===== src/design/qte_pkg.sv =====
// Shared types, constants and helpers of the quaternion to Euler angle converter.
// No dependencies; every other design file but qte_delay refers to it by scoped names.
package qte_pkg;

  // Default number of CORDIC micro-rotations
  localparam int unsigned CordicStagesDef = 16;

  // Widths of the fixed-point values
  localparam int unsigned QuatW     = 16;  // Q1.14 input component
  localparam int unsigned ProdW     = 32;  // product of two components, Q.28
  localparam int unsigned OpW       = 34;  // atan2 operand, Q.28
  localparam int unsigned TW        = 30;  // clamped pitch sine, Q.28
  localparam int unsigned RadW      = 57;  // 1 - t^2, Q.56
  localparam int unsigned SqW       = 29;  // floor square root, Q.28
  localparam int unsigned SqrtSteps = 29;  // one root bit per step
  localparam int unsigned CxW       = 37;  // CORDIC vector with gain headroom
  localparam int unsigned AngW      = 28;  // angle accumulator, Q.24
  localparam int unsigned RollW     = 16;  // Q2.13 output
  localparam int unsigned PitchW    = 15;  // Q1.13 output

  localparam logic signed [OpW-1:0]  OneQ28  = 34'sd268435456;
  localparam logic signed [AngW-1:0] PiQ24   = 28'sd52707179;
  localparam logic signed [RollW-1:0] PiQ13   = 16'sd25736;
  localparam logic signed [RollW-1:0] HalfPiQ13 = 16'sd12868;
  localparam logic [RadW-1:0] OneQ56 = {1'b1, {(RadW-1){1'b0}}};

  // Word passed from the front end to the back end through the queue
  typedef struct packed {
    logic signed [OpW-1:0] roll_num;
    logic signed [OpW-1:0] roll_den;
    logic signed [OpW-1:0] yaw_num;
    logic signed [OpW-1:0] yaw_den;
    logic signed [TW-1:0]  tval;
  } qte_word_t;

  // Queue status seen by both ends
  typedef struct packed {
    logic full;
    logic empty;
  } qte_qstat_t;

  // Arctangent of 2^-idx in Q.24, rounded to nearest
  function automatic logic signed [AngW-1:0] atan_q24(input int unsigned idx);
    logic signed [AngW-1:0] r;
    unique case (idx)
      0:  r = 28'sd13176795;
      1:  r = 28'sd7778716;
      2:  r = 28'sd4110060;
      3:  r = 28'sd2086331;
      4:  r = 28'sd1047214;
      5:  r = 28'sd524117;
      6:  r = 28'sd262123;
      7:  r = 28'sd131069;
      8:  r = 28'sd65536;
      9:  r = 28'sd32768;
      10: r = 28'sd16384;
      11: r = 28'sd8192;
      12: r = 28'sd4096;
      13: r = 28'sd2048;
      14: r = 28'sd1024;
      15: r = 28'sd512;
      16: r = 28'sd256;
      17: r = 28'sd128;
      18: r = 28'sd64;
      19: r = 28'sd32;
      20: r = 28'sd16;
      21: r = 28'sd8;
      22: r = 28'sd4;
      23: r = 28'sd2;
      default: r = '0;
    endcase
    return r;
  endfunction

  // Round a Q.24 angle to Q2.13 (half up) and saturate to +/- lim
  function automatic logic signed [RollW-1:0] to_q13(input logic signed [AngW-1:0] ang,
                                                     input logic signed [RollW-1:0] lim);
    logic signed [AngW:0]    sum;
    logic signed [AngW-11:0] shr;
    logic signed [RollW-1:0] r;
    sum = (AngW+1)'(ang) + (AngW+1)'(1024);
    shr = sum[AngW:11];
    if (shr > (AngW-10)'(lim)) begin
      r = lim;
    end else if (shr < -(AngW-10)'(lim)) begin
      r = -lim;
    end else begin
      r = shr[RollW-1:0];
    end
    return r;
  endfunction

endpackage


===== src/design/qte_sqrt.sv =====
// Pipelined floor square root, one root bit per stage (digit recurrence).
// Depends on qte_pkg for widths.
module qte_sqrt (
  input  logic                      clk_i,
  input  logic                      en_i,
  input  logic [qte_pkg::RadW-1:0]  rad_i,
  output logic [qte_pkg::SqW-1:0]   root_o
);

  localparam int unsigned N = qte_pkg::SqrtSteps;
  localparam int unsigned W = qte_pkg::RadW;

  logic [W-1:0] rem_q [N];
  logic [W:0]   res_q [N];
  logic [W-1:0] rem_in [N];
  logic [W:0]   res_in [N];

  for (genvar j = 0; j < N; j++) begin : g_step
    localparam logic [W:0] BitVal = (W+1)'(1) << (2 * (N - 1 - j));
    logic [W:0] trial;

    if (j == 0) begin : g_first
      assign rem_in[j] = rad_i;
      assign res_in[j] = '0;
    end else begin : g_next
      assign rem_in[j] = rem_q[j-1];
      assign res_in[j] = res_q[j-1];
    end

    assign trial = res_in[j] + BitVal;

    // Subtract the trial value where it fits
    always_ff @(posedge clk_i) begin
      if (en_i) begin
        if ({1'b0, rem_in[j]} >= trial) begin
          rem_q[j] <= rem_in[j] - trial[W-1:0];
          res_q[j] <= (res_in[j] >> 1) + BitVal;
        end else begin
          rem_q[j] <= rem_in[j];
          res_q[j] <= res_in[j] >> 1;
        end
      end
    end
  end

  assign root_o = res_q[N-1][qte_pkg::SqW-1:0];

endmodule


===== config.mk =====
export PLATFORM = sky130hd
export DESIGN_NAME = qte_sqrt
export DESIGN_NICKNAME = d
export VERILOG_FILES = /design/src/design/qte_pkg.sv /design/src/design/qte_sqrt.sv
export SDC_FILE = /design/constraint.sdc
export NUM_CORES = 2
export LEC_CHECK = 0
export ABC_AREA = 1
export BUFFER_PORTS_ARGS = -buffer_cell sky130_fd_sc_hd__buf_2
export CORE_MARGIN = 8
export CORE_UTILIZATION = 65
export DETAILED_ROUTE_END_ITERATION = 7
export GPL_TIMING_DRIVEN = 0
export PLACE_DENSITY = 0.82
export REMOVE_ABC_BUFFERS = 1
export SETUP_SLACK_MARGIN = 0.1
export SLEW_MARGIN = 20
export SYNTH_ARGS = -nofsm -noshare
export SYNTH_HDL_FRONTEND = slang
export SYNTH_SLANG_ARGS = --single-unit

===== constraint.sdc =====
create_clock -name clk_i -period 5.8 [get_ports clk_i]
set_input_delay 0.29 -clock clk_i [delete_from_list [all_inputs] [get_ports clk_i]]
set_output_delay 0.29 -clock clk_i [all_outputs]
set_load 0.1 [all_outputs]

==> impl_metrics.toml <==
[clocking]
cts_tree = "yes"
post-cts-setup-buffer-count = 0
worstSkewPairLatency_ps = 920
cts_made_buffers = 202
cts_buffer_depth = 3
htree_levels = 4
clock_sink_count = 2031
cts_root_buf = "clkbuf_16"
clkTransAtPathRegs_ps = 70

[run_status]
status = "finished clean"

[pwr]
peakVddDrop_uv = 426
powerDensity_nw_per_um2 = 355
p_leak_nw = 60.8

[finish]
syn_to_final_growth_pct = 8.73
mostFrequentLayoutCells = "nand2_1 (4615), inv_1 (2784), edfxtp_1 (2031), nor2_1 (1647), nand3_1 (736)"
layout-drive-gt1-share = 0.0492
final_nets = 15600
final_common_cell = "nand2_1"

[timing]
finalHoldViolCount = 0
hold_ws_ps = 90.3
max_clock_freq_mhz = 192
tightest_slew_ps = 1290
min_period_ps = 5210
rsz0062_at_grt = "false"
finalSetupTns_ps = 0
setup_viol = 0
max_slew_margin = 0.133
slew_violations = 0
finalCritPeriodShare = 0.897
skew_ps = 83.1

[critical_path]
cp_max_fo = 161
arrival_ps = 5820
path_cells = "dlygate4sd3_1 > buf_12 > buf_16 > buf_16 > buf_16 > buf_16 > buf_16 > nand4_1 > o21ai_0 > inv_1"
cpMaxStageDelayCell = "buf_16"
critPathKind = "in -> reg"
slowest_delay_ps = 620
cp-end-kind = "register"
cp_common_cell = "buf_16"
startpoint_type = "input pin"
cp.required_ps = 6410

[logic_synthesis]
yosysWarnings = 0
syn_area_per_cell_um2 = 8.17
ys_ff_latch = 2031
synth-edff-count = 2031
syn_inst = 14800
ys_async_sr_fraction = 0
synth_ff_type = "edfxtp_1"
syn_area_um2 = 121000
synth_cell_type_count = 64
ys_seq_area_frac = 0.503

[floorplan]
die_w_um = 448
die_h_um = 448
row_count = 158
boundaryPins = 88
dieArea_um2 = 200000
core_um2 = 185000
start_util = 0.654

[placement]
dp_hpwl_um = 282000
gp_congestion = 1.02
portBuffers = 87

[grt]
grt_pass1_wl_um = 550000
antenna_found_initial = 9
grt.total_usage = 0.359
grt_max_degree = 162
grt_pass1_vias = 94200
overflow = 0

[flow_run]
cap_violations = 0

[route]
drtAntennaViolNets = 0
routed_wl_um = 368000
drc = 0
first_iter_violations = 10800
via_per_inst = 5.64
dr.pass1.iters = 6
vias = 99900
wire_per_inst_um = 20.8

[hold_path]
hold_path_class = "in -> reg"
==> worst paths after layout <==
kind | slack [ps] | cells past startpoint | endpoint | start
setup / recovery | 590 | 10 | rem_q[1][606]$_DFFE_PP_ | en_i
hold / removal | 90 | 2 | rem_q[0][31]$_DFFE_PP_ | rad_i[31]
setup reg to reg | 1300 | 10 | rem_q[0][499]$_DFFE_PP_ | res_q[0][453]$_DFFE_PP_
hold reg to reg | 410 | 0 | rem_q[0][714]$_DFFE_PP_ | rem_q[0][657]$_DFFE_PP_
==> stage by stage <==
| step | power (W) | cell area (um2) | util | setup WS, ps | cells |
|---|---|---|---|---|---|
| finish | 0.0468 | 132000 | 0.711 | 595 | 17700 |
| detailed placement | 0.0329 | 124000 | 0.671 | 553 | 17300 |
| CTS | 0.0465 | 132000 | 0.711 | 850 | 17700 |
| global placement | 0.0337 | 124000 | 0.668 | -47530 | 17300 |
| floorplan | 0.0285 | 120000 | - | 3010 | 14700 |
| global route | 0.0489 | 132000 | 0.711 | 350 | 17700 |
==> cells by family (layout without fill, tap and decap cells) <==
family / count (synthesis) / after routing / synth area share
AOI/OAI and AO/OA: 911 / 911 / 0.0415
xor gates and xnor gates: 414 / 414 / 0.0300
adders and majority gates: 461 / 461 / 0.0477
buffers and inverters: 2957 / 3361 / 0.0952
DFF: 2031 / 2031 / 0.503
other: 0 / 2 / 0
and+or+nand+nor: 8055 / 8055 / 0.282
==> synth_stat cells, drive strengths merged (181+ instances only) <==
master	instances	area share
a21oi	427	0.018
edfxtp	2031	0.50
ha	460	0.048
inv	2819	0.087
nand2	4652	0.15
nand3	768	0.033
nand4	421	0.022
nor2	1747	0.057
nor3	186	0.0080
o21ai	386	0.017
xnor2	181	0.013
xor2	233	0.017
==> repair_timing <==
action	4_1_cts	5_1_grt
endpoints found under the hold margin	187	0
hold buffers	59	0
setup endpoints to repair	0	0
resized for setup	0	0
==> critical path: cells and delay by family <==
family                 cells  cell delay, ps
AOI/OAI and AO/OA          1             290
buffers and inverters      8            4040
and+or+nand+nor            1             570
==> routing by layer <==
metal  track usage  up-vias  routed length [um]
met5             0        -                  23
met4         0.189        4               23400
met3        0.0582      971               33800
met2         0.589     4991              169000
met1         0.460    45800              142000
li1              -    48100                   -
==> state kept, by name, indices dropped and copies added (netlist names) <==
signal and count:
rem_q 1596, res_q 435
==> area by class of cell <==
| cell class | count | area (um2) |
|---|---|---|
| antenna | 2 | 5.00 |
| clock buffer | 229 | 5160 |
| clock inverter | 144 | 1720 |
| fill | 14500 | 53500 |
| inverter | 2825 | 10600 |
| multi-input combinational | 9841 | 48700 |
| sequential | 2031 | 61000 |
| tap | 2480 | 3100 |
| timing repair buffer | 163 | 1470 |
==> power breakdown <==
| part | total (W) | internal [W] | switching [W] |
|---|---|---|---|
| registers | 0.0203 | 0.0185 | 0.00176 |
| logic | 0.0129 | 0.00401 | 0.00892 |
| clock network | 0.0135 | 0.00757 | 0.00598 |
Power figures use the tool's default switching activity.
