<file path="config.mk">
export PLATFORM = sky130hd
export DESIGN_NAME = qte_queue
export DESIGN_NICKNAME = d
export VERILOG_FILES = /design/src/design/qte_pkg.sv /design/src/design/qte_queue.sv
export SDC_FILE = /design/constraint.sdc
export NUM_CORES = 1
export LEC_CHECK = 0
export BUFFER_PORTS_ARGS = -buffer_cell sky130_fd_sc_hd__buf_2
export CORE_MARGIN = 3
export CORE_UTILIZATION = 51
export DETAILED_ROUTE_END_ITERATION = 12
export MAX_ROUTING_LAYER = met4
export PLACE_DENSITY = 0.75
export RECOVER_POWER = 100
export SLEW_MARGIN = 40
export SYNTH_ARGS = -nofsm -noshare
export SYNTH_HDL_FRONTEND = slang
export SYNTH_SLANG_ARGS = --single-unit
</file>
<file path="constraint.sdc">
create_clock -name clk_i -period 5.15 [get_ports clk_i]
set_input_delay 0.2575 -clock clk_i [delete_from_list [all_inputs] [get_ports clk_i]]
set_output_delay 0.2575 -clock clk_i [all_outputs]
set_load 0.02 [all_outputs]
</file>
<file path="src/design/qte_pkg.sv">
// Shared types, constants and helpers of the quaternion to Euler angle converter.
// No dependencies; every other design file but qte_delay refers to it by scoped names.
package qte_pkg;

  // Default number of CORDIC micro-rotations
  localparam int unsigned CordicStagesDef = 16;

  // Widths of the fixed-point values
  localparam int unsigned QuatW     = 16;  // Q1.14 input component
  localparam int unsigned ProdW     = 32;  // product of two components, Q.28
  localparam int unsigned OpW       = 34;  // atan2 operand, Q.28
  localparam int unsigned TW        = 30;  // clamped pitch sine, Q.28
  localparam int unsigned RadW      = 57;  // 1 - t^2, Q.56
  localparam int unsigned SqW       = 29;  // floor square root, Q.28
  localparam int unsigned SqrtSteps = 29;  // one root bit per step
  localparam int unsigned CxW       = 37;  // CORDIC vector with gain headroom
  localparam int unsigned AngW      = 28;  // angle accumulator, Q.24
  localparam int unsigned RollW     = 16;  // Q2.13 output
  localparam int unsigned PitchW    = 15;  // Q1.13 output

  localparam logic signed [OpW-1:0]  OneQ28  = 34'sd268435456;
  localparam logic signed [AngW-1:0] PiQ24   = 28'sd52707179;
  localparam logic signed [RollW-1:0] PiQ13   = 16'sd25736;
  localparam logic signed [RollW-1:0] HalfPiQ13 = 16'sd12868;
  localparam logic [RadW-1:0] OneQ56 = {1'b1, {(RadW-1){1'b0}}};

  // Word passed from the front end to the back end through the queue
  typedef struct packed {
    logic signed [OpW-1:0] roll_num;
    logic signed [OpW-1:0] roll_den;
    logic signed [OpW-1:0] yaw_num;
    logic signed [OpW-1:0] yaw_den;
    logic signed [TW-1:0]  tval;
  } qte_word_t;

  // Queue status seen by both ends
  typedef struct packed {
    logic full;
    logic empty;
  } qte_qstat_t;

  // Arctangent of 2^-idx in Q.24, rounded to nearest
  function automatic logic signed [AngW-1:0] atan_q24(input int unsigned idx);
    logic signed [AngW-1:0] r;
    unique case (idx)
      0:  r = 28'sd13176795;
      1:  r = 28'sd7778716;
      2:  r = 28'sd4110060;
      3:  r = 28'sd2086331;
      4:  r = 28'sd1047214;
      5:  r = 28'sd524117;
      6:  r = 28'sd262123;
      7:  r = 28'sd131069;
      8:  r = 28'sd65536;
      9:  r = 28'sd32768;
      10: r = 28'sd16384;
      11: r = 28'sd8192;
      12: r = 28'sd4096;
      13: r = 28'sd2048;
      14: r = 28'sd1024;
      15: r = 28'sd512;
      16: r = 28'sd256;
      17: r = 28'sd128;
      18: r = 28'sd64;
      19: r = 28'sd32;
      20: r = 28'sd16;
      21: r = 28'sd8;
      22: r = 28'sd4;
      23: r = 28'sd2;
      default: r = '0;
    endcase
    return r;
  endfunction

  // Round a Q.24 angle to Q2.13 (half up) and saturate to +/- lim
  function automatic logic signed [RollW-1:0] to_q13(input logic signed [AngW-1:0] ang,
                                                     input logic signed [RollW-1:0] lim);
    logic signed [AngW:0]    sum;
    logic signed [AngW-11:0] shr;
    logic signed [RollW-1:0] r;
    sum = (AngW+1)'(ang) + (AngW+1)'(1024);
    shr = sum[AngW:11];
    if (shr > (AngW-10)'(lim)) begin
      r = lim;
    end else if (shr < -(AngW-10)'(lim)) begin
      r = -lim;
    end else begin
      r = shr[RollW-1:0];
    end
    return r;
  endfunction

endpackage

</file>
<file path="src/design/qte_queue.sv">
// Four-entry queue between the front end and the back end.
// Depends on qte_pkg for the word and status types.
module qte_queue (
  input  logic                clk_i,
  input  logic                rst_ni,
  input  logic                push_i,
  input  qte_pkg::qte_word_t  word_i,
  input  logic                pop_i,
  output qte_pkg::qte_word_t  word_o,
  output qte_pkg::qte_qstat_t qstat_o
);

  localparam int unsigned Depth = 4;
  localparam int unsigned PtrW  = $clog2(Depth);

  qte_pkg::qte_word_t mem_q [Depth];
  logic [PtrW-1:0] wr_ptr_q, rd_ptr_q;
  logic [PtrW:0]   cnt_q;

  assign qstat_o.full  = (cnt_q == (PtrW+1)'(Depth));
  assign qstat_o.empty = (cnt_q == '0);
  assign word_o        = mem_q[rd_ptr_q];

  // Write the entry at the tail
  always_ff @(posedge clk_i) begin
    if (push_i) begin
      mem_q[wr_ptr_q] <= word_i;
    end
  end

  // Advance pointers and count
  always_ff @(posedge clk_i or negedge rst_ni) begin
    if (!rst_ni) begin
      wr_ptr_q <= '0;
      rd_ptr_q <= '0;
      cnt_q    <= '0;
    end else begin
      if (push_i) begin
        wr_ptr_q <= wr_ptr_q + PtrW'(1);
      end
      if (pop_i) begin
        rd_ptr_q <= rd_ptr_q + PtrW'(1);
      end
      if (push_i && !pop_i) begin
        cnt_q <= cnt_q + (PtrW+1)'(1);
      end else if (pop_i && !push_i) begin
        cnt_q <= cnt_q - (PtrW+1)'(1);
      end
    end
  end

endmodule

</file>
==> reports/metrics.yaml <==
run_status:
  status: "finished with violations"
  violations: "max-capacitance violations, max-slew violations"
timing:
  finalCritPeriodShare_pct: 75.9
  worstMarginPinSlew_ns: 3.11
  maxSlewHeadroom_pct: -107
  max_freq_mhz: 256
  skew_ns: 0.0147
  setup_violations: 0
  hold_viol_final: 0
  tns_ns: 0
  period_minus_slack_ns: 3.91
  rsz0062_at_grt: "no"
  drv_slew: 302
  whs_ns: 0.163
pwr:
  combinationalPowerShare_pct: 29.7
  power_density_nw_per_um2: 582
  power_mw: 17.6
  switching_share_pct: 31.5
  clkPwrFrac_pct: 27.7
  power_leakage_nw: 9.67
  p_sw_mw: 5.56
  seqPwrFrac_pct: 42.5
  peakVddDrop_mv: 0.516
  p_int_mw: 12.1
detailed_routing:
  dr_total_vias: 11600
  postRouteAntennaNets: 0
  drt_iter0_markers: 791
  avgRoutedWirePerCell_um: 23.4
  drc: 0
  drt-pass1-iter-count: 5
  finalWirelength_um: 49800
  viasPerCell: 5.47
cts:
  clk_latency_ns: 0.58
  cts_resized: 0
  cts_buffers: 68
  cts_tree: "done"
  cts_root_buffer: "clkbuf_16"
  clkTransAtPathRegs_ns: 0.06
  h-tree-depth: 3
  cts.path.max_buffers: 3
  holdBufCountCts: 169
  post-cts-setup-buffer-count: 0
  cts.sinks: 671
global_routing:
  grt_overflow: 0
  grtUsageTotal_pct: 20.7
  grt_pass1_vias: 12500
  antenna_found_initial: 7
  grt_pass1_wl_um: 76100
  grt_start_max_net_pins: 98
logic_synthesis:
  yosysWarningCount: 0
  postSynthCellCount: 902
  synth_top_family_by_area: "multiplexers"
  synthMuxAreaShare_pct: 15.4
  synth_commonest_cells: "664 x edfxtp_1, 166 x mux4_2, 19 x buf_2, 15 x buf_6, 7 x dfrtp_1"
  ys.flop_type: "edfxtp_1"
  synth_simple_gate_area_share_pct: 0.200
  synth_area_leaders: "edfxtp_1 82%, mux4_2 15%, dfrtp_1 0.72%"
  syn_area_um2: 24300
  synth_nets: 1078
  synth_compound_area_share_pct: 0.0206
  synth_seq_cells: 671
  yosysMostFrequentCell: "edfxtp_1"
  postSynthAreaPerCell_um2: 27.0
  synth_top_area_share_pct: 81.9
  synthAdderAreaFrac_pct: 0.339
  synth_top_area_cell: "edfxtp_1"
  async_reset_ff_share_pct: 1.04
  ys_types: 18
  synth_edf_count: 664
  synth-seq-area-share_pct: 82.6
  synth_xor_area_share_pct: 0.216
worst_setup_path:
  critPathKind: "primary input to register"
  cp_max_fo: 59
  crit_family: "buffers and inverters"
  worstPathRequired_ns: 5.27
  cp_num_buf_inv: 3
  path_cells: "dlygate4sd3_1 -> clkbuf_1 -> and2_0 -> dlygate4sd2_1"
  crit_path_max_incr_delay_ns: 2.34
  slowest_stage: "dlygate4sd2_1"
  critPathCaptureType: "register"
  cp.arrival_ns: 4.03
  start_kind: "primary input"
placement:
  globalplace.congestion: 0.734
  dp_hpwl_um: 27900
  numPortBuffers: 337
floorplan:
  fp-row-count: 79
  die_w_um: 224
  initial_core_util_pct: 52.0
  core_um2: 46900
  die_height_um: 224
  ios: 338
  die_area_um2: 50400
layout:
  layout-drive-gt1-share_pct: 18.6
  fin_nets: 1635
  syn_to_final_growth_pct: 24.4
  postLayoutCoreUtil_pct: 64.7
hold_path:
  hp-class: "primary input to async pin"
flow_run:
  cap_violations: 6
==> final timing paths <==
check	startpoint	end	slack (ns)	cells after the start
min	rst_ni	wr_ptr_q[1]	0.16	2
max	push_i	mem_q[1][152]	1.24	4
max reg2reg	wr_ptr_q[1]	mem_q[1][152]	1.32	4
max in group asynchronous	rst_ni	rd_ptr_q[1]	4.62	2
min reg2reg	cnt_q[2]	cnt_q[2]	0.49	1
min in group clk_i	word_i[7]	mem_q[3][7]	0.48	2
==> flip-flops by register name, summed over array words and instances, names as in the netlist <==
name	cells
rd_ptr_q	2
wr_ptr_q	2
mem_q	664
cnt_q	3
==> power groups by stage <==
stage	sequential [mW]	combinational (mW)	clock (mW)
3_5_place_dp	7.57	5.47	0
5_1_grt	7.60	5.59	5.22
2_1_floorplan	7.56	3.82	0
4_1_cts	7.47	5.60	4.99
3_3_place_gp	7.61	5.29	0
6_report	7.50	5.24	4.89
==> cells by family after synthesis <==
kind of cell	Yosys count
simple gates	9
buf+inv	42
xor+xnor	6
mux	167
flops	671
compound gates	1
fa+ha+maj	6
==> cell type report <==
class / count / area (um^2)
clock buffers: 80 / 1850
well taps: 607 / 759
multi-input cells: 189 / 3940
inverters: 4 / 15.0
repair buffers: 525 / 3210
flip-flops and latches: 671 / 20100
clock inverters: 38 / 384
diodes: 8 / 20.0
fillers: 3163 / 16600
==> metal layers <==
layer	part of all wire (%)	global-route usage, %	up-vias
li1	-	-	5041
met1	38	26.3	5994
met2	50	32.5	470
met3	8.3	5.90	107
met4	3.0	7.32	0
met5	0	-	-
==> per-stage QoR <==
stage | setup slack, ns | instances | area, um^2
after floorplan | 0.201 | 902 | 24300
after global placement | 2.44 | 1821 | 26700
after detailed placement | 2.52 | 1826 | 26800
after CTS | 1.85 | 2113 | 30700
after global routing | 0.971 | 2122 | 30300
final | 1.24 | 2122 | 30300
==> layout by cell type (no fill, tap or decap), drive strengths merged, types with 7 or more instances in the layout <==
master       instances
dlygate4sd3        169
mux4               166
dfrtp                7
clkinv              28
diode                8
bufinv               8
clkbuf             420
buf                 15
edfxtp             664
(Power assumes the default switching activity.)
