[src/design/qte_pkg.sv]
// Shared types, constants and helpers of the quaternion to Euler angle converter.
// No dependencies; every other design file but qte_delay refers to it by scoped names.
package qte_pkg;

  // Default number of CORDIC micro-rotations
  localparam int unsigned CordicStagesDef = 16;

  // Widths of the fixed-point values
  localparam int unsigned QuatW     = 16;  // Q1.14 input component
  localparam int unsigned ProdW     = 32;  // product of two components, Q.28
  localparam int unsigned OpW       = 34;  // atan2 operand, Q.28
  localparam int unsigned TW        = 30;  // clamped pitch sine, Q.28
  localparam int unsigned RadW      = 57;  // 1 - t^2, Q.56
  localparam int unsigned SqW       = 29;  // floor square root, Q.28
  localparam int unsigned SqrtSteps = 29;  // one root bit per step
  localparam int unsigned CxW       = 37;  // CORDIC vector with gain headroom
  localparam int unsigned AngW      = 28;  // angle accumulator, Q.24
  localparam int unsigned RollW     = 16;  // Q2.13 output
  localparam int unsigned PitchW    = 15;  // Q1.13 output

  localparam logic signed [OpW-1:0]  OneQ28  = 34'sd268435456;
  localparam logic signed [AngW-1:0] PiQ24   = 28'sd52707179;
  localparam logic signed [RollW-1:0] PiQ13   = 16'sd25736;
  localparam logic signed [RollW-1:0] HalfPiQ13 = 16'sd12868;
  localparam logic [RadW-1:0] OneQ56 = {1'b1, {(RadW-1){1'b0}}};

  // Word passed from the front end to the back end through the queue
  typedef struct packed {
    logic signed [OpW-1:0] roll_num;
    logic signed [OpW-1:0] roll_den;
    logic signed [OpW-1:0] yaw_num;
    logic signed [OpW-1:0] yaw_den;
    logic signed [TW-1:0]  tval;
  } qte_word_t;

  // Queue status seen by both ends
  typedef struct packed {
    logic full;
    logic empty;
  } qte_qstat_t;

  // Arctangent of 2^-idx in Q.24, rounded to nearest
  function automatic logic signed [AngW-1:0] atan_q24(input int unsigned idx);
    logic signed [AngW-1:0] r;
    unique case (idx)
      0:  r = 28'sd13176795;
      1:  r = 28'sd7778716;
      2:  r = 28'sd4110060;
      3:  r = 28'sd2086331;
      4:  r = 28'sd1047214;
      5:  r = 28'sd524117;
      6:  r = 28'sd262123;
      7:  r = 28'sd131069;
      8:  r = 28'sd65536;
      9:  r = 28'sd32768;
      10: r = 28'sd16384;
      11: r = 28'sd8192;
      12: r = 28'sd4096;
      13: r = 28'sd2048;
      14: r = 28'sd1024;
      15: r = 28'sd512;
      16: r = 28'sd256;
      17: r = 28'sd128;
      18: r = 28'sd64;
      19: r = 28'sd32;
      20: r = 28'sd16;
      21: r = 28'sd8;
      22: r = 28'sd4;
      23: r = 28'sd2;
      default: r = '0;
    endcase
    return r;
  endfunction

  // Round a Q.24 angle to Q2.13 (half up) and saturate to +/- lim
  function automatic logic signed [RollW-1:0] to_q13(input logic signed [AngW-1:0] ang,
                                                     input logic signed [RollW-1:0] lim);
    logic signed [AngW:0]    sum;
    logic signed [AngW-11:0] shr;
    logic signed [RollW-1:0] r;
    sum = (AngW+1)'(ang) + (AngW+1)'(1024);
    shr = sum[AngW:11];
    if (shr > (AngW-10)'(lim)) begin
      r = lim;
    end else if (shr < -(AngW-10)'(lim)) begin
      r = -lim;
    end else begin
      r = shr[RollW-1:0];
    end
    return r;
  endfunction

endpackage

[src/design/qte_cordic.sv]
// Pipelined vectoring CORDIC: angle of (x, y) in Q.24.
// Depends on qte_pkg for widths, pi and the arctangent table.
module qte_cordic #(
  parameter int unsigned STAGES = qte_pkg::CordicStagesDef
) (
  input  logic                             clk_i,
  input  logic                             en_i,
  input  logic signed [qte_pkg::OpW-1:0]   y_i,
  input  logic signed [qte_pkg::OpW-1:0]   x_i,
  output logic signed [qte_pkg::AngW-1:0]  ang_o
);

  localparam int unsigned XW = qte_pkg::CxW;
  localparam int unsigned AW = qte_pkg::AngW;

  logic signed [XW-1:0] x_q [STAGES+1];
  logic signed [XW-1:0] y_q [STAGES+1];
  logic signed [AW-1:0] ang_q [STAGES+1];
  logic                 zero_q [STAGES+1];

  // Turn the vector by pi when x is negative
  always_ff @(posedge clk_i) begin
    if (en_i) begin
      zero_q[0] <= (x_i == '0) && (y_i == '0);
      if (x_i < 0) begin
        x_q[0]   <= -XW'(x_i);
        y_q[0]   <= -XW'(y_i);
        ang_q[0] <= (y_i >= 0) ? qte_pkg::PiQ24 : -qte_pkg::PiQ24;
      end else begin
        x_q[0]   <= XW'(x_i);
        y_q[0]   <= XW'(y_i);
        ang_q[0] <= '0;
      end
    end
  end

  // Rotate toward the x axis, one micro-rotation per stage
  for (genvar i = 0; i < STAGES; i++) begin : g_stage
    localparam logic signed [AW-1:0] Step = qte_pkg::atan_q24(i);
    logic signed [XW-1:0] dx, dy;
    assign dx = y_q[i] >>> i;
    assign dy = x_q[i] >>> i;

    always_ff @(posedge clk_i) begin
      if (en_i) begin
        zero_q[i+1] <= zero_q[i];
        if (y_q[i] >= 0) begin
          x_q[i+1]   <= x_q[i] + dx;
          y_q[i+1]   <= y_q[i] - dy;
          ang_q[i+1] <= ang_q[i] + Step;
        end else begin
          x_q[i+1]   <= x_q[i] - dx;
          y_q[i+1]   <= y_q[i] + dy;
          ang_q[i+1] <= ang_q[i] - Step;
        end
      end
    end
  end

  // A zero vector has angle zero
  assign ang_o = zero_q[STAGES] ? '0 : ang_q[STAGES];

endmodule

[config.mk]
export PLATFORM = sky130hd
export DESIGN_NAME = qte_cordic
export DESIGN_NICKNAME = d
export VERILOG_FILES = /design/src/design/qte_pkg.sv /design/src/design/qte_cordic.sv
export SDC_FILE = /design/constraint.sdc
export NUM_CORES = 2
export LEC_CHECK = 0
export ABC_CLOCK_PERIOD_IN_PS = 7280
export BUFFER_PORTS_ARGS = -buffer_cell sky130_fd_sc_hd__buf_4
export CORE_MARGIN = 2
export CORE_UTILIZATION = 60
export DETAILED_ROUTE_END_ITERATION = 8
export PLACE_DENSITY = 0.8
export SLEW_MARGIN = 20
export SYNTH_ARGS = -nofsm -noshare
export SYNTH_HDL_FRONTEND = slang
export SYNTH_SLANG_ARGS = --single-unit
[constraint.sdc]
create_clock -name clk_i -period 7.28 [get_ports clk_i]
set_clock_uncertainty 0.15 [all_clocks]
set_input_delay 0.364 -clock clk_i [delete_from_list [all_inputs] [get_ports clk_i]]
set_output_delay 0.364 -clock clk_i [all_outputs]
set_load 0.01 [all_outputs]
==> metrics.txt <==
Avg Cell Area, Syn 9.51 um2; GPL Wtd Cong 0.983; Crit path max-delay family compound AO/OA/AOI/OAI gates; post-synth top area share 35.8%; Synth Area in Compound Gates 20.7%; Worst Max-Slew Pin Slew 1.03 ns; min cycle time layout 5.89 ns; Starting Density 60.4%; Bufs and invs on worst path 1; Post-Syn Area 131,000 um2; global-route usage over all layers 29.5%; Boundary Pins 98; Final period util 80.9%; total number of cells along the worst setup path 19; hold crit path type in -> reg; Critical Setup Path Class reg -> reg; critical path endpoint category flip-flop; most frequent cells in the layout edfxtp_1, ha_1, a21oi_1, xnor2_1, nor2_1; via count 106,000; clk root buf clkbuf_16; CTS tree built; outcome finished clean; Crit path largest cell delay 0.70 ns; Slew Limit Fails 0; Fmax achieved 170 MHz; ys flop type edfxtp_1; largest net degree at the start of global routing 196; Synthesized Nets 15,300; YS warnings 0; core area 217,000 um2; Max clock buf depth 3; CTS Buf Count 172; XOR/XNOR share of the synthesized area 13.1%; leading area contributor after synthesis edfxtp_1; Relative slew margins 30.1%; Final nets 15,500; asr flop ratio synth 0%; Die Height 472 um; gr ovfl total 0; hold path cells 2; clk sink count 1,564; Vias/cell 6.24; CP cell instances inv_1 -> ha_1 -> nor3b_1 -> nand2_1 -> or3_1 -> nor4_1 -> a21oi_1 -> xnor2_1 -> ha_1 -> a21oi_1 -> o22ai_1 -> nor2_1 -> o21ai_0 -> a31oi_1 -> o31ai_1 -> o41ai_1 -> o311ai_0 -> a21oi_1 -> xnor2_1; DRT Pass-1 Iters 8; Die Wd 472 um; Worst-path clk slew 0.06 ns; crit-path most repeated cell a21oi_1; CTS resizes 0; WL per Instance 20.0 um; hold_sp x_i[0]; worst r2r src y_q[8][8]; Required @ worst endpoint 7.75 ns; Worst Reg-to-Reg Cells 19; Hold Violations, Final 0; post-synthesis mux area share 0.481%; WHS Endpoint x_q[0][0]; initial drt markers 9,917; Synth Area in Simple Gates 13.3%; postcts setup bufs 0; Synth area leaders edfxtp_1, ha_1, xnor2_1, a21oi_1, xor2_1; Worst R2R Setup Slack 1.39 ns; Slowest-stage cell, CP o41ai_1; initial antenna violation count 6; Die Area 223,000 um2; DRC 0; global-route wire length before repair 535,000 um; reg-to-reg endpoint x_q[9][36]; most common cell after layout, fill and taps aside edfxtp_1; layout cells sized above 1 4.03%; MaxCap Viol Count 0; clock latency on the worst-skew pair 0.87 ns; CP startpoint kind flip-flop; final setup fails 0; CP max FO 5; Post-synth EDFFs 1,564; vias in the first global route 99,300; total wire length 340,000 um; crit path DAT 6.36 ns; RSZ-0062 raised after global routing no; sequential element share of the synthesized area 35.8%; FP Rows 171; IO Port Bufs 97; post-DP HPWL 262,000 um; Synth Register Bits 1,564; fillers 17,500; post-synth cell types 90; fraction of the mapped netlist area in adder cells 14.0%; main combinational cell family by area after synthesis compound AO/OA/AOI/OAI gates; htree depth 4; Setup Total Neg Slack 0 ns; post-route ant nets 0; Post-Synthesis Cells 13,800; Area Overhead vs Synth 8.04%
==> kinds of logic after synthesis <==
| family | after synthesis |
|---|---|
| DFF | 1564 |
| buffers and inverters | 912 |
| xor gates and xnor gates | 1966 |
| and+or+nand+nor | 3562 |
| adders and majority gates | 1446 |
| muxes | 61 |
| AOI/OAI and AO/OA | 4302 |
==> registers in the layout, indices dropped and copies added (netlist names) <==
| signal | cells |
|---|---|
| zero_q | 17 |
| y_q | 556 |
| ang_q | 451 |
| x_q | 540 |
==> synth_stat cells, drive strengths merged (28+ instances only) <==
library cell,instances
a21o,597
o41ai,115
buf,47
nor4,97
nand3,219
a31o,33
a221oi,31
a31oi,123
nand4,115
or4,60
nand2,813
nand2b,243
fa,44
a211o,36
o21ai,899
nor3b,32
o211ai,46
a211oi,99
xnor2,1239
nor3,279
o21a,199
xor2,727
ha,1402
inv,616
a21oi,1370
nor2,1025
or2,50
mux2i,44
o31ai,223
a21boi,53
and2,78
clkbuf,243
and4,28
and3,105
o31a,40
nor2b,264
or3,97
edfxtp,1564
o21bai,182
==> per-stage QoR <==
stage	worst slack [ns]	instances	hold WS, ns	util (%)	cell area, um2
after global placement	1.42	16500	0.251	62.2	135000
after floorplan	1.97	13800	0.250	-	131000
after global routing	0.949	17000	0.0828	65.3	142000
after detailed placement	1.43	16500	0.255	62.2	135000
after CTS	1.56	17000	0.0500	65.3	142000
final	1.39	17000	0.109	65.3	142000
==> layout make-up <==
type	count	area, um2	share of cell area [%]
multi-input combinational	11300	81000	57.1
sequential	1564	47000	33.1
clock buffer	193	4400	3.10
tap	2854	3570	2.52
timing repair buffer	285	2490	1.76
inverter	622	2330	1.65
clock inverter	121	1140	0.804
antenna	7	17.5	0.0123
==> worst reg2reg max path: stages, from the launching register on <==
cell      delay [ns]
edfxtp_1        0.48
inv_1           0.10
ha_1            0.16
nor3b_1         0.49
nand2_1         0.19
or3_1           0.39
nor4_1          0.64
a21oi_1         0.19
xnor2_1         0.17
ha_1            0.36
a21oi_1         0.17
o22ai_1         0.09
nor2_1          0.07
o21ai_0         0.13
a31oi_1         0.45
o31ai_1         0.20
o41ai_1         0.70
o311ai_0        0.23
a21oi_1         0.23
xnor2_1         0.08
==> how the worst max path moves through the flow <==
stage          startpoint         end  slack [ns]
2_1_floorplan  y_q[6][12]  x_q[7][36]        1.97
6_report        y_q[8][8]  x_q[9][36]        1.39
3_5_place_dp         en_i  x_q[9][36]        1.43
5_1_grt         y_q[8][9]  x_q[9][36]        0.95
3_3_place_gp         en_i  x_q[9][36]        1.42
4_1_cts        y_q[6][12]  x_q[7][36]        1.56
==> metal layers <==
layer / vias up / part of all wire [%] / global-route usage (%)
met4: 0 / 4.7 / 12.9
li1: 51600 / - / -
met5: - / 0 / 0
met2: 3687 / 48 / 50.5
met3: 770 / 6.4 / 4.26
met1: 50000 / 41 / 37.2
==> repair_timing <==
action                     CTS  global route
hold buffers               121             0
hold endpoints to repair   157             0
setup endpoints to repair    0             0
Power is left out: the tool's default activity adds up to more than one toggle a clock period on the data nets, which glitch-free logic cannot reach.
