`config.mk`:
```
export PLATFORM = sky130hd
export DESIGN_NAME = qte_delay
export DESIGN_NICKNAME = d
export VERILOG_FILES = /design/src/design/qte_delay.sv
export SDC_FILE = /design/constraint.sdc
export NUM_CORES = 1
export LEC_CHECK = 0
export ABC_CLOCK_PERIOD_IN_PS = 800
export BUFFER_PORTS_ARGS = -buffer_cell sky130_fd_sc_hd__buf_2
export CAP_MARGIN = 20
export CORE_AREA = 2 2 39 41
export CTS_BUF_LIST = sky130_fd_sc_hd__clkbuf_8
export DETAILED_ROUTE_END_ITERATION = 12
export DIE_AREA = 0 0 41 43
export GPL_TIMING_DRIVEN = 1
export PLACE_DENSITY = 0.69
export REMOVE_ABC_BUFFERS = 1
export SYNTH_ARGS = -nofsm -noshare
export SYNTH_HDL_FRONTEND = slang
export SYNTH_SLANG_ARGS = --single-unit
```
`constraint.sdc`:
```
create_clock -name clk_i -period 0.8 [get_ports clk_i]
set_input_delay 0.04 -clock clk_i [delete_from_list [all_inputs] [get_ports clk_i]]
set_output_delay 0.04 -clock clk_i [all_outputs]
set_load 0.005 [all_outputs]
```
`src/design/qte_delay.sv`:
```
// Enabled shift line that keeps side values aligned with the back-end pipeline.
// No package dependency.
module qte_delay #(
  parameter int unsigned W     = 8,
  parameter int unsigned DEPTH = 2
) (
  input  logic         clk_i,
  input  logic         en_i,
  input  logic [W-1:0] d_i,
  output logic [W-1:0] q_o
);

  logic [W-1:0] tap_q [DEPTH];

  // Shift one place per enabled cycle
  always_ff @(posedge clk_i) begin
    if (en_i) begin
      tap_q[0] <= d_i;
      for (int k = 1; k < DEPTH; k++) begin
        tap_q[k] <= tap_q[k-1];
      end
    end
  end

  assign q_o = tap_q[DEPTH-1];

endmodule

```
==> metrics.txt, run 1 <==
Async SR Flop Fraction=0%; MaxCap Viol Count=0; CP Buf/Inv Count=1; family with the most delay on the worst path=flip-flops; DR vias/cell=4.12; # port buffers=17; sequential share of the synthesized area=88.9%; ratio of cells with drive above 1 in the final layout=45.5%; area leader, netlist=edfxtp_1; CTS buffer count=3; drt pass-1 iters=2; Lkg Pwr=0.278 nW; achievable frequency=1290 MHz; arrival time of the worst setup path=0.73 ns; Cells after Synth=24; critical-path cell list=buf_2; Tcrit/Tclk final=96.8%; post-route cell area=707 um^2; final WL=592 um; # clock sinks=16; CP max-delay cell=edfxtp_1; YS warnings=0; Iter 0 DRT Violations=1; maximum VDD drop=1220 uV; Worst-Skew Late Latency=0.23 ns; number of global-route vias before repair=225; most frequent cell after synthesis=edfxtp_1; hold depth=1; Worst Setup Path Type=register to output port; routability cong.=0.586; Largest regs=tap_q x16; # rows=14; status=finished clean; Wirelength per Cell=9.87 um; Worst Tran Pin Value=0.325 ns; fin util=51.1%; most flop-heavy register=tap_q; Critical Path Stages=1; DRC Markers=0; pins over their slew limit=0; Boundary Pins=18; core area=1380 um^2; Worst Hold Class=primary input to register; Seq cells post-synth=16; Chip Height=43 um; Max Buffers Root-to-Sink=2; Worst R2R Path Depth=0; Final setup viols=0; first-pass GRT wire length=890 um; crit path time final=0.774 ns; Die W=41 um; Place WS=0.110 ns; H-tree depth=1; Final WS setup=0.0257 ns; CP peak stage delay=0.37 ns; Sequential Area=480 um^2; Mean Syn Cell Area=22.5 um^2; CTS tree=yes; Worst Skew=0.000481 ns; Post-Place Cell Area=586 um^2; Hold Fails Final Rpt=0; CTS resizes=0; largest net degree at the start of global routing=17; RSZ-0062 raised after global routing=yes; CP Max Fanout=1; Post-synth EDFFs=16; Power Total=1.64 mW; Tot GR Track Use=8.11%; antenna violations before repair=0; nets=56; GRT overflow=0; postcts setup bufs=0; number of library cell types mapped by synthesis=2; max FFs per register=16; Initial Utilization=39.1%; ant diodes=0; Max-slew headroom=78.3%; die area=1760 um^2; clock slew seen by the registers of the worst setup and hold paths=0.05 ns; top cells by count, synth=16 x edfxtp_1, 8 x buf_4; multi-input logic area=0 um^2; mapped cell area=541 um^2; Detail Route Antenna Nets=0; crit start category=register; CTS root buf=clkbuf_8; routed via count=247; Req. time, crit path=0.76 ns; kind of end point of the critical path=output port; ys flop type=edfxtp_1; top post-synthesis cells by area=edfxtp_1 89%, buf_4 11%; pwr dens=2320 nW/um^2; Multi-Input Combinational=0; top cell type's share of synthesized area=88.9%; fillcell total=111; Area growth syn-to-layout=30.8%
repair_timing:
| action | 4_1_cts | 5_1_grt |
|---|---|---|
| hold endpoints to repair | 8 | 0 |
| hold buffers | 8 | 0 |
| setup endpoints to repair | 0 | 3 |
power by group:
group          switching [mW]  total [mW]  internal, mW
registers              0.0142        1.01         0.995
clock network           0.210       0.542         0.331
logic                  0.0352      0.0922        0.0570
path summary, 6_finish.rpt:
check                                  from           end  slack (ns)
worst min-delay path                   en_i   tap_q[0][7]        0.22
worst min register to register  tap_q[0][1]   tap_q[0][9]        0.42
worst max-delay path            tap_q[0][8]        q_o[0]        0.03
worst max register to register  tap_q[0][4]  tap_q[0][12]        0.17
metrics by stage:
stage | std cells | TNS, ns | hold WS (ns)
floorplan | 16 | 0 | 0.139
global placement | 49 | 0 | 0.217
detailed placement | 49 | 0 | 0.219
CTS | 60 | 0 | 0.229
global route | 60 | -0.0233 | 0.238
finish | 60 | 0 | 0.222
cell families after synthesis:
kind of cell / count (synthesis) / synth area share [%]
buffers and inverters: 8 / 11.1
flip-flops: 16 / 88.9
routing by layer:
layer	wire (um)	track usage (%)	part of all wire [%]	up-vias
met5	0	0	0	-
met4	0	4.00	0	0
met3	73	3.14	12	0
met2	308	12.2	52	15
met1	210	9.75	35	111
li1	-	-	-	121
cell usage in the layout, fill, tap and decap left out:
| cell type | count |
|---|---|
| buf_2 | 17 |
| clkbuf_8 | 3 |
| dlygate4sd3_1 | 8 |
| edfxtp_1 | 16 |
layout make-up:
type / instances / share of cell area [%]
tap: 16 / 2.83
timing repair buffer: 25 / 23.4
clock buffer: 3 / 5.84
sequential: 16 / 68.0
Note: power is estimated with default switching activity, not from simulation.
==> run 2: changes to the inputs <==
--- a/config.mk
+++ b/config.mk
@@ -8,12 +8,12 @@
 export ABC_CLOCK_PERIOD_IN_PS = 800
 export BUFFER_PORTS_ARGS = -buffer_cell sky130_fd_sc_hd__buf_2
 export CAP_MARGIN = 20
-export CORE_AREA = 2 2 39 41
-export CTS_BUF_LIST = sky130_fd_sc_hd__clkbuf_8
+export CORE_MARGIN = 2
+export CORE_UTILIZATION = 41
 export DETAILED_ROUTE_END_ITERATION = 12
-export DIE_AREA = 0 0 41 43
 export GPL_TIMING_DRIVEN = 1
-export PLACE_DENSITY = 0.69
+export MAX_ROUTING_LAYER = met4
+export PLACE_DENSITY = 0.7
 export REMOVE_ABC_BUFFERS = 1
 export SYNTH_ARGS = -nofsm -noshare
 export SYNTH_HDL_FRONTEND = slang
==> metrics.txt, run 2 (same netlist as run 1, synthesis figures left out) <==
first-pass GRT wire length=938 um (was 890 um); Area growth syn-to-layout=27.1% (was 30.8%); fillcell total=110 (was 111); Worst R2R Path Depth=0 (unchanged); CP peak stage delay=0.37 ns (about the same); Max-slew headroom=78.7% (was 78.3%); # clock sinks=16 (unchanged); routed via count=243 (was 247); Place WS=0.124 ns (was 0.110 ns); DR vias/cell=4.12 (about the same); CTS buffer count=3 (unchanged); r2r setup slk=0.17 ns (about the same); postcts setup bufs=0 (unchanged); drt pass-1 iters=2 (unchanged); routability cong.=0.583 (was 0.586); achievable frequency=1220 MHz (was 1290 MHz); H-tree depth=1 (unchanged); MaxCap Viol Count=0 (unchanged); Req. time, crit path=0.76 ns (about the same); r2r endpoint=tap_q[0][15] (was tap_q[0][12]); Worst Hold End=tap_q[0][4] (was tap_q[0][7]); Tcrit/Tclk final=102% (was 96.8%); CP Buf/Inv Count=1 (unchanged); Largest regs=tap_q x16 (unchanged); commonest non-fill, non-tap cell in the layout=buf_2 (unchanged); Final setup viols=5 (was 0); crit path time final=0.819 ns (was 0.774 ns); clock share of power=25.9% (was 33.0%); Multi-Input Combinational=0 (unchanged); hold depth=1 (unchanged); Sequential Area=480 um^2 (unchanged); Power Total=1.48 mW (was 1.64 mW); number of global-route vias before repair=245 (was 225); pwr dens=2160 nW/um^2 (was 2320 nW/um^2); Lkg Pwr=0.271 nW (was 0.278 nW); CTS root buf=clkbuf_4 (was clkbuf_8); RSZ-0062 raised after global routing=yes (unchanged); Detail Route Antenna Nets=0 (unchanged); largest net degree at the start of global routing=17 (unchanged); Worst Skew=0.000564 ns (was 0.000481 ns); core area=1270 um^2 (was 1380 um^2); internal power=1.22 mW (was 1.38 mW); ant diodes=0 (unchanged); CTS tree=yes (unchanged); nets=56 (unchanged); Max Buffers Root-to-Sink=2 (unchanged); Die W=40.3 um (was 41 um); part of the power in registers=67.9% (was 61.4%); status=finished, violations left (was finished clean); CTS resizes=0 (unchanged); Hold Fails Final Rpt=0 (unchanged); combinational share of power=6.2% (was 5.6%); Boundary Pins=18 (unchanged); maximum VDD drop=880 uV (was 1220 uV); family with the most delay on the worst path=flip-flops (unchanged); arrival time of the worst setup path=0.78 ns (was 0.73 ns); Worst Tran Pin Value=0.320 ns (was 0.325 ns); crit start category=register (unchanged); failing checks=setup timing; max FFs per register=16 (unchanged); pins over their slew limit=0 (unchanged); Final WS setup=-0.0188 ns (was 0.0257 ns); Hold Crit Start=en_i (unchanged); multi-input logic area=0 um^2 (unchanged); kind of end point of the critical path=output port (unchanged); Tot GR Track Use=10.0% (was 8.11%); most flop-heavy register=tap_q (unchanged); clock slew seen by the registers of the worst setup and hold paths=0.08 ns (was 0.05 ns); switching power=0.258 mW (was 0.260 mW); # port buffers=17 (unchanged); setup TNS=-0.0494 ns (was 0 ns); fin cells=59 (was 60); Worst Setup Path Type=register to output port (unchanged); R2R Path Start=tap_q[0][7] (was tap_q[0][4]); final WL=645 um (was 592 um); die area=1620 um^2 (was 1760 um^2); CP max-delay cell=edfxtp_1 (unchanged); Iter 0 DRT Violations=3 (was 1); Chip Height=40.3 um (was 43 um); Initial Utilization=42.6% (was 39.1%); placed cell count=48 (was 49); antenna violations before repair=0 (unchanged); Worst Hold Class=primary input to register (unchanged); CP Max Fanout=1 (unchanged); Net Sw Frac=17.4% (was 15.8%); GRT overflow=0 (unchanged); critical-path cell list=buf_2 (unchanged); commonest cells after routing, fill and taps aside=17 x buf_2, 16 x edfxtp_1, 8 x dlygate4sd3_1, 3 x clkbuf_4 (was 17 x buf_2, 16 x edfxtp_1, 8 x dlygate4sd3_1, 3 x clkbuf_8); DRC Markers=0 (unchanged); Worst-Skew Late Latency=0.27 ns (was 0.23 ns); Wirelength per Cell=10.9 um (was 9.87 um); Worst Hold Margin=0.175 ns (was 0.222 ns); # rows=13 (was 14); ratio of cells with drive above 1 in the final layout=45.5% (unchanged)
## run 2: cell count changes in the layout (fill, tap and decap cells not counted)
cell | previous run | this run
clkbuf_4 | 0 | 3
clkbuf_8 | 3 | 0
## run 2: what timing repair did
item / in CTS / in global routing
hold buffers: 8 / 0
endpoints found under the setup margin: 8 / 8
endpoints found under the hold margin: 8 / 0
## run 2: cell type report
class                   instances  area share (%)
flip-flops and latches         16            69.9
repair buffers                 25            24.0
clock buffers                   3            3.28
well taps                      15            2.73
## run 2: worst max-delay path by stage
stage                       startpoint  depth (start not counted)      endpoint  slack [ns]
after floorplan            tap_q[0][2]                          0  tap_q[0][10]        0.21
after global placement            en_i                          1  tap_q[0][14]        0.15
after detailed placement          en_i                          1  tap_q[0][15]        0.12
after CTS                 tap_q[0][11]                          1        q_o[3]       -0.03
after global routing      tap_q[0][15]                          1        q_o[7]       -0.07
final                     tap_q[0][11]                          1        q_o[3]       -0.02
## run 2: metrics by stage
| step | utilization (%) | area (um^2) |
|---|---|---|
| 6_report | 54.1 | 687 |
| 5_1_grt | 54.1 | 687 |
| 4_1_cts | 54.1 | 687 |
| 3_5_place_dp | 46.1 | 584 |
| 3_3_place_gp | 46.1 | 584 |
| 2_1_floorplan | - | 480 |
## run 2: layer usage
layer	up-vias	track usage [%]	share of wire, %
li1	121	-	-
met1	104	8.96	31
met2	18	17.3	57
met3	0	3.33	12
met4	0	7.50	0
met5	-	-	0
## run 2: power by group through the flow
stage	combinational, mW	sequential [mW]	clock (mW)
finish	0.0920	1.01	0.383
global route	0.104	1.01	0.449
CTS	0.0922	1.01	0.397
detailed placement	0.0631	1.03	0
global placement	0.0606	1.02	0
floorplan	0	1.03	0
